## src/hw/rtl/bcdalu_pkg.sv

```systemverilog
// Shared types and constants for the binary/BCD add-subtract ALU pipeline.
`default_nettype none

package bcdalu_pkg;

	// Operation codes
	localparam logic OP_ADC = 1'b0;
	localparam logic OP_SBC = 1'b1;

	// Decimal correction constants
	localparam logic [3:0] BCD_FIX = 4'd6;
	localparam logic [4:0] BCD_MAX = 5'd9;

	// One command item
	typedef struct packed {
		logic       opcode;
		logic [7:0] accumulator;
		logic [7:0] operand;
		logic       carry_in;
		logic       decimal_mode;
	} alu_cmd_t;

	// One result item
	typedef struct packed {
		logic [7:0] result;
		logic       negative;
		logic       overflow;
		logic       zero;
		logic       carry_out;
	} alu_rsp_t;

	// Stage 1 -> stage 2: raw byte sum and low nibble sum
	typedef struct packed {
		logic       op;
		logic       dec;
		logic       a_sign;
		logic       m_sign;
		logic [3:0] a_hi;
		logic [3:0] m_hi;
		logic [8:0] bin;
		logic [4:0] lo;
	} alu_sum_t;

	// Stage 2 -> stage 3: corrected low digit, raw high nibble, flags
	typedef struct packed {
		logic       op;
		logic       dec;
		logic [7:0] bin_byte;
		logic [3:0] lo_digit;
		logic [4:0] hi;
		logic       negative;
		logic       overflow;
		logic       zero;
		logic       carry_bin;
	} alu_digit_t;

endpackage

`default_nettype wire

```

## src/hw/rtl/bcdalu_sum.sv

```systemverilog
// Stage 1: byte adder and low nibble adder, operand inverted for subtract.
`default_nettype none

module bcdalu_sum (
	input  wire                   clk,
	input  wire                   arst_n,
	input  wire                   valid_in,
	input  bcdalu_pkg::alu_cmd_t  cmd,
	output logic                  valid_s1,
	output bcdalu_pkg::alu_sum_t  sum_s1
);
	import bcdalu_pkg::*;

	logic [7:0] mm;
	alu_sum_t   sum_d;

	// Subtract is A + ~M + C; the carry in bit 8 is then not-borrow
	always_comb begin
		mm           = (cmd.opcode == OP_SBC) ? ~cmd.operand : cmd.operand;
		sum_d.op     = cmd.opcode;
		sum_d.dec    = cmd.decimal_mode;
		sum_d.a_sign = cmd.accumulator[7];
		sum_d.m_sign = mm[7];
		sum_d.a_hi   = cmd.accumulator[7:4];
		sum_d.m_hi   = mm[7:4];
		sum_d.bin    = {1'b0, cmd.accumulator} + {1'b0, mm} + {8'b0, cmd.carry_in};
		sum_d.lo     = {1'b0, cmd.accumulator[3:0]} + {1'b0, mm[3:0]}
			+ {4'b0, cmd.carry_in};
	end

	always_ff @(posedge clk or negedge arst_n) begin
		if (!arst_n) begin
			valid_s1 <= 1'b0;
		end else begin
			valid_s1 <= valid_in;
		end
	end

	always_ff @(posedge clk) begin
		sum_s1 <= sum_d;
	end

endmodule

`default_nettype wire

```

## src/hw/rtl/bcdalu_digit.sv

```systemverilog
// Stage 2: low digit correction, raw high nibble sum and N/V/Z flags.
`default_nettype none

module bcdalu_digit (
	input  wire                     clk,
	input  wire                     arst_n,
	input  wire                     valid_s1,
	input  bcdalu_pkg::alu_sum_t    sum_s1,
	output logic                    valid_s2,
	output bcdalu_pkg::alu_digit_t  dig_s2
);
	import bcdalu_pkg::*;

	logic       lo_carry;
	logic [3:0] lo_digit;
	logic [4:0] hi_sum;
	logic       sign;
	logic       zero;
	alu_digit_t dig_d;

	// Low digit: add corrects above nine, subtract corrects on borrow
	always_comb begin
		unique case (sum_s1.op)
			OP_SBC: begin
				lo_carry = sum_s1.lo[4];
				lo_digit = sum_s1.lo[4] ? sum_s1.lo[3:0] : sum_s1.lo[3:0] - BCD_FIX;
			end
			default: begin
				lo_carry = (sum_s1.lo > BCD_MAX);
				lo_digit = lo_carry ? sum_s1.lo[3:0] + BCD_FIX : sum_s1.lo[3:0];
			end
		endcase
		hi_sum = {1'b0, sum_s1.a_hi} + {1'b0, sum_s1.m_hi} + {4'b0, lo_carry};
	end

	// Flags; decimal add takes its sign from the uncorrected high nibble
	always_comb begin
		zero = (sum_s1.bin[7:0] == 8'h00);
		sign = (sum_s1.dec && sum_s1.op == OP_ADC) ? hi_sum[3] : sum_s1.bin[7];
		dig_d.op        = sum_s1.op;
		dig_d.dec       = sum_s1.dec;
		dig_d.bin_byte  = sum_s1.bin[7:0];
		dig_d.lo_digit  = lo_digit;
		dig_d.hi        = hi_sum;
		dig_d.zero      = zero;
		dig_d.negative  = !zero && sign;
		dig_d.overflow  = !(sum_s1.a_sign ^ sum_s1.m_sign) && (sum_s1.a_sign ^ sign);
		dig_d.carry_bin = sum_s1.bin[8];
	end

	always_ff @(posedge clk or negedge arst_n) begin
		if (!arst_n) begin
			valid_s2 <= 1'b0;
		end else begin
			valid_s2 <= valid_s1;
		end
	end

	always_ff @(posedge clk) begin
		dig_s2 <= dig_d;
	end

endmodule

`default_nettype wire

```

## src/hw/rtl/bcdalu_adjust.sv

```systemverilog
// Stage 3: high digit correction, decimal carry and result assembly.
`default_nettype none

module bcdalu_adjust (
	input  wire                     clk,
	input  wire                     arst_n,
	input  wire                     valid_s2,
	input  bcdalu_pkg::alu_digit_t  dig_s2,
	output logic                    valid_s3,
	output bcdalu_pkg::alu_rsp_t    rsp_s3
);
	import bcdalu_pkg::*;

	logic       hi_gt9;
	logic [3:0] hi_digit;
	alu_rsp_t   rsp_d;

	always_comb begin
		hi_gt9            = (dig_s2.hi > BCD_MAX);
		hi_digit          = dig_s2.hi[3:0];
		rsp_d.negative    = dig_s2.negative;
		rsp_d.overflow    = dig_s2.overflow;
		rsp_d.zero        = dig_s2.zero;
		rsp_d.carry_out   = dig_s2.carry_bin;
		rsp_d.result      = dig_s2.bin_byte;
		if (dig_s2.dec) begin
			unique case (dig_s2.op)
				OP_SBC: begin
					// negative high nibble difference takes -6
					if (!dig_s2.hi[4]) begin
						hi_digit = dig_s2.hi[3:0] - BCD_FIX;
					end
				end
				default: begin
					// above nine takes +6 and then always carries
					if (hi_gt9) begin
						hi_digit = dig_s2.hi[3:0] + BCD_FIX;
					end
					rsp_d.carry_out = hi_gt9;
				end
			endcase
			rsp_d.result = {hi_digit, dig_s2.lo_digit};
		end
	end

	always_ff @(posedge clk or negedge arst_n) begin
		if (!arst_n) begin
			valid_s3 <= 1'b0;
		end else begin
			valid_s3 <= valid_s2;
		end
	end

	always_ff @(posedge clk) begin
		rsp_s3 <= rsp_d;
	end

endmodule

`default_nettype wire

```

## src/hw/rtl/binary_bcd_add_subtract_alu.sv

```systemverilog
// Top level of the binary/BCD add-subtract ALU: three-stage pipeline.
//
// Usage:
//   Commands enter on cmd, taken at a rising edge where start is high and
//   busy is low. busy is held low: a command may be issued every cycle.
//   Each command yields exactly one result on rsp, marked by done for
//   one cycle, once it has passed through every register stage.
//   Throughput is one item per cycle; the three register stages are
//   byte/low-nibble add, low digit fix plus high nibble add and flags,
//   then high digit fix and result assembly.
//   The result side cannot stall; results are in order and must be taken
//   in the cycle done is high.
//   Reset (arst_n low) clears the stage valid bits, so items in flight are
//   dropped and done stays low until new commands arrive. There is no other
//   state.
`default_nettype none

module binary_bcd_add_subtract_alu (
	input  wire                   clk,
	input  wire                   arst_n,
	input  wire                   start,
	output logic                  busy,
	input  bcdalu_pkg::alu_cmd_t  cmd,
	output logic                  done,
	output bcdalu_pkg::alu_rsp_t  rsp
);
	import bcdalu_pkg::*;

	logic       valid_s1;
	logic       valid_s2;
	logic       valid_s3;
	alu_sum_t   sum_s1;
	alu_digit_t dig_s2;
	alu_rsp_t   rsp_s3;

	assign busy = 1'b0;

	bcdalu_sum u_sum (
		.clk      (clk),
		.arst_n   (arst_n),
		.valid_in (start && !busy),
		.cmd      (cmd),
		.valid_s1 (valid_s1),
		.sum_s1   (sum_s1)
	);

	bcdalu_digit u_digit (
		.clk      (clk),
		.arst_n   (arst_n),
		.valid_s1 (valid_s1),
		.sum_s1   (sum_s1),
		.valid_s2 (valid_s2),
		.dig_s2   (dig_s2)
	);

	bcdalu_adjust u_adjust (
		.clk      (clk),
		.arst_n   (arst_n),
		.valid_s2 (valid_s2),
		.dig_s2   (dig_s2),
		.valid_s3 (valid_s3),
		.rsp_s3   (rsp_s3)
	);

	assign done = valid_s3;
	assign rsp  = rsp_s3;

`ifndef ASSERT_OFF
	// every result traces back to a command taken earlier
	a_done_has_cmd: assert property (@(posedge clk) disable iff (!arst_n)
		done |-> $past(start, 3))
		else $error("result without a command");

	// every command yields a result on done
	a_cmd_gives_done: assert property (@(posedge clk) disable iff (!arst_n)
		start |-> ##3 done)
		else $error("command lost in pipeline");

	// binary add result matches a plain byte add
	a_bin_add: assert property (@(posedge clk) disable iff (!arst_n)
		(done && !$past(cmd.decimal_mode, 3) && ($past(cmd.opcode, 3) == OP_ADC))
		|-> (rsp.result == 8'($past(cmd.accumulator, 3) + $past(cmd.operand, 3)
			+ {7'b0, $past(cmd.carry_in, 3)})))
		else $error("binary add result mismatch");

	// zero flag forces negative clear
	a_zero_not_neg: assert property (@(posedge clk) disable iff (!arst_n)
		(done && rsp.zero) |-> !rsp.negative)
		else $error("negative set with zero");
`endif

endmodule

`default_nettype wire
```

## config.mk

```make
export PLATFORM = sky130hd
export DESIGN_NAME = binary_bcd_add_subtract_alu
export DESIGN_NICKNAME = d
export VERILOG_FILES = /design/src/hw/rtl/bcdalu_pkg.sv /design/src/hw/rtl/bcdalu_sum.sv /design/src/hw/rtl/bcdalu_digit.sv /design/src/hw/rtl/bcdalu_adjust.sv /design/src/hw/rtl/binary_bcd_add_subtract_alu.sv
export SDC_FILE = /design/constraint.sdc
export NUM_CORES = 1
export LEC_CHECK = 0
export BUFFER_PORTS_ARGS = -buffer_cell sky130_fd_sc_hd__buf_2
export CAP_MARGIN = 20
export CORE_ASPECT_RATIO = 1.2
export CORE_MARGIN = 2
export CORE_UTILIZATION = 35
export DETAILED_ROUTE_END_ITERATION = 10
export GPL_TIMING_DRIVEN = 0
export PLACE_DENSITY = 0.58
export SLEW_MARGIN = 10
export SYNTH_ARGS = -nofsm -noshare
export SYNTH_HDL_FRONTEND = slang
export SYNTH_HIERARCHICAL = 1
export SYNTH_SLANG_ARGS = --single-unit
```

## constraint.sdc

```tcl
create_clock -name clk -period 4.1 [get_ports clk]
set_clock_uncertainty 0.05 [all_clocks]
set_input_delay 1.025 -clock clk [delete_from_list [all_inputs] [get_ports clk]]
set_output_delay 1.025 -clock clk [all_outputs]
set_load 0.1 [all_outputs]
```

== Word level (Yosys, flattened, before mapping) ==
Index checks and enable logic that the tools add are counted.

* Reduce and logical (&&, ||, !) cells: 6
* Bitwise operators: 4
* Magnitude comparators: 2
* Add/subtract/negate cells: 10
* Muxes and demuxes: 12

{| class="wikitable"
|+ Operators with widths
! cell !! number
|-
| 4-bit two-way mux || 6
|-
| 8-bit two-way mux || 2
|-
| 4-bit by 4-bit adder with 5-bit output || 2
|-
| 5-bit by 1-bit adder with 5-bit output || 2
|-
| 5-bit by 4-bit > comparator with 1-bit output (second input constant) || 2
|-
| 8-bit by 8-bit adder with 9-bit output || 1
|-
| 9-bit by 1-bit adder with 9-bit output || 1
|-
| 4-bit by 3-bit adder with 4-bit output (second input constant) || 2
|-
| 8-bit zero test || 1
|-
| 8-bit inverter || 1
|-
| 4-bit by 3-bit subtractor with 4-bit output (second input constant) || 2
|-
| 1-bit two-way mux || 4
|-
| 1-bit logical AND || 3
|-
| 1-bit zero test || 2
|-
| 1-bit bitwise XOR || 2
|-
| 1-bit inverter || 1
|}

* Output and inout port bits: 14
* Input bits: 22
* Register bits after elaboration: 64

== Longest topological paths before layout ==
* Depth in word-level cells: 6
* Mapped depth: 11
* Depth with buffers taken out: 11

== By module ==
The synthesis kept the hierarchy.

{| class="wikitable"
|+ By module, submodules not included
! module !! sequential area each (um2) !! cells each !! times used !! area each (um2)
|-
| bcdalu_digit || 485.5 || 90 || 1 || 955.9
|-
| bcdalu_sum || 425.4 || 77 || 1 || 889.6
|-
| bcdalu_adjust || 265.3 || 57 || 1 || 601.8
|-
| binary_bcd_add_subtract_alu || 0.0 || 2 || 1 || 11.3
|}

== Least setup slack after synthesis ==
OpenSTA, ideal clock, no wires.

* Path type: input -> register
* Start point: input cmd[18] (netlist bit)
* End point: register u_sum/sum_s1[11] (netlist name)
* Required time: 3.929 ns
* Path slack: 1.250 ns
* Arrival time: 2.679 ns
* Stages on the path: 9
* Buffers on the path: 1
* Setup time: 0.121 ns
* Path through: buf_2 > xnor2_1 > fa_1 > fa_1 > nor2b_4 > o21ai_2 > nand2b_2 > a311oi_2 > xnor2_1

{| class="wikitable"
|+ RTL lines
! element !! RTL line !! source
|-
| from (decl) || binary_bcd_add_subtract_alu.sv:23 || <nowiki>input bcdalu_pkg::alu_cmd_t cmd,</nowiki>
|}

==> summary.txt <==
Avg WL per Cell: 11.06 um
CP Class: in2reg
Setup TNS: 0 ns
Met1 global-route usage: 13.62%
Initial antenna violation count: 0
Routed WL: 4016 um
Clk_lat worst skew: 0.33 ns
Critical Path RT: 4.26 ns
Synth top area share: 44.78%
Final period utilization: 67.24%
VDD IR-drop max: 0.3895 mV
First-pass DRT Iterations: 4
Post-synth net total: 268
Largest net degree at the start of global routing: 11
Vias in the first global route: 1656
Post-Syn Area: 2459 um^2
Power Total: 1.999 mW
Ant. Diodes: 0
Gp weighted congestion: 0.7647
Hold_ws: 0.2751 ns
Min Tclk post-route: 2.757 ns
Setup crit end kind: flop
First-pass GRT wire length: 7100 um
RSZ-0062 raised after global routing: false
Clock Sinks: 58
Clk pin slew, worst setup/hold paths: 0.06 ns
Layout area overhead: 19.39%
Max-Cap Viols: 0
GR Util met3: 3.283%
DR vias: 1616
TritonCTS Buffers: 9
Root buffer cell: clkbuf_8
Layout cells sized above 1: 27.54%
Initial DRC count: 87
Full die area: 7714 um^2
Port Buf Inserts: 34
Congestion Overflow GR: 0
Top cells by area, synth: dfxtp_1 (45%), ha_1 (8.1%), fa_1 (3.3%)
DP Wirelength: 3027 um
I/O pins: 36
Leakage power: 1.327 nW
Number of flops mapped to enable cells by yosys: 0
Non-filler cells, final: 363
Sequential-to-total area share from yosys stat: 47.84%
Gr usage total: 12.44%
YS warnings: 6
Crit path max fanout: 8
Pwr Density: 681.1 nW/um^2
Cells after synthesis: 226
Setup Fix Bufs, Post-CTS: 0
Post-synthesis cell type count: 56
FFs w/ async S/R, synth: 5.172%
Worst Setup Start Kind: input pin
Width of the die: 80.51 um
Final Core Density: 43.09%
Nets@finish: 313
Hold buffer count at CTS: 0
Starting density of the core: 36.09%
Synthesis-stage register bit count: 58
Hold/Removal Path Class: reg2reg
Htree depth: 3
Most used flip-flop cell after synthesis: dfxtp_1
Final ANT Viol Nets: 0
Syn Area/Cell: 10.88 um^2
Final Hold Viols: 0
Routed vias/inst: 4.452
Endpoints failing setup: 0
Outcome: complete, no violations
Cell row count: 33
Die Ht: 95.81 um
DRC viols: 0
Top cell type by total area after synthesis: dfxtp_1
FILL cells: 691
Max-slew violations: 0
CTS tree: done
Clock Path Buffers: 2
Core region area: 6813 um^2
Resize count post-CTS: 0
Met2 Use GR: 20.35%
# placed instances: 347
Fmax: 0.3628 GHz
GRT Max-Usage Layer: met2
Worst EP arrival: 2.91 ns
## final timing paths
path / startpoint / depth (start not counted) / endpoint / slack, ns
worst min-delay path: u_digit/dig_s2[1] / 0 / u_adjust/rsp_s3[1] / 0.28
worst max register to register: u_sum/sum_s1[6] / 10 / u_digit/dig_s2[2] / 1.64
worst min register to register: u_digit/dig_s2[1] / 0 / u_adjust/rsp_s3[1] / 0.28
min in group asynchronous: arst_n / 1 / u_sum/valid_s1 / 0.43
max in group asynchronous: arst_n / 1 / u_adjust/valid_s3 / 3.46
worst max-delay path: cmd[18] / 10 / u_sum/sum_s1[11] / 1.34
## synth_stat cells (5+ instances only)
cell,count
xnor2_1,8
xor2_1,9
mux2_2,7
ha_1,16
buf_4,7
a31oi_1,5
nand2_1,7
nor2_1,10
a21oi_1,9
inv_1,16
dfxtp_1,55
nor2b_1,5
## metrics by stage
step / instance area (um^2) / setup WS (ns)
5_1_grt: 2935 / 1.206
3_3_place_gp: 2738 / 1.013
2_1_floorplan: 2459 / 1.250
3_5_place_dp: 2738 / 0.9838
4_1_cts: 2935 / 1.343
6_report: 2935 / 1.343
## flip-flops by register name (all words and copies together), names as in the netlist
signal,cells
u_sum/valid_s1,1
u_adjust/valid_s3,1
u_adjust/rsp_s3,12
u_sum/sum_s1,20
u_digit/dig_s2,23
u_digit/valid_s2,1
## area by class of cell
class,count,area (um^2),share of cell area [%]
plain buffers,13,80.08,2.728
clock buffers,14,162.7,5.541
clock inverters,2,35.03,1.194
inverters,16,60.06,2.046
multi-input cells,139,1142,38.92
flip-flops and latches,58,1176,40.07
well taps,87,108.9,3.708
repair buffers,34,170.2,5.797
## critical path, stage by stage
cell and delay, ns:
buf_2 0.10, buf_2 0.19, xnor2_1 0.16, fa_1 0.40, fa_1 0.45, nor2b_4 0.14, o21ai_2 0.06, nand2b_2 0.12
a311oi_2 0.12, xnor2_1 0.15
## cells in the final DEF, fill, tap and decap left out, drive strengths merged, types with 2 or more instances in the layout
master	n
or3b	3
nor2b	6
nor2	10
inv	16
a21oi	9
o31ai	2
o21ai	6
or4	2
xor2	9
xnor2	8
and2	2
nand2	7
a21bo	3
o21bai	2
mux2	7
dfrtp	3
a311oi	2
clkbuf	16
dfxtp	55
fa	4
nand2b	5
o21a	3
nand3	2
nor3b	2
ha	16
buf	45
nor3	3
a31oi	5
mux2i	2
## where the power goes
group | switching, mW | internal, mW | total (mW)
clock | 0.205 | 0.314 | 0.519
sequential | 0.0685 | 0.707 | 0.776
combinational | 0.483 | 0.222 | 0.705
## layer usage
| layer | vias to the layer above | part of all wire, % |
|---|---|---|
| met1 | 712 | 46 |
| met4 | 0 | 3.0 |
| met2 | 36 | 48 |
| li1 | 860 | - |
| met5 | - | 0 |
| met3 | 8 | 3.5 |
## kinds of logic after synthesis
group / after synthesis / share of synthesized area [%]
multiplexers: 9 / 4.021
flip-flops: 58 / 47.84
XOR/XNOR: 17 / 6.056
adder cells (fa/ha/maj): 20 / 11.40
AND/OR/NAND/NOR: 49 / 11.86
other: 1 / 0.1525
buffers and inverters: 29 / 5.700
AO/OA/AOI/OAI: 43 / 12.98
(Power assumes the default switching activity.)
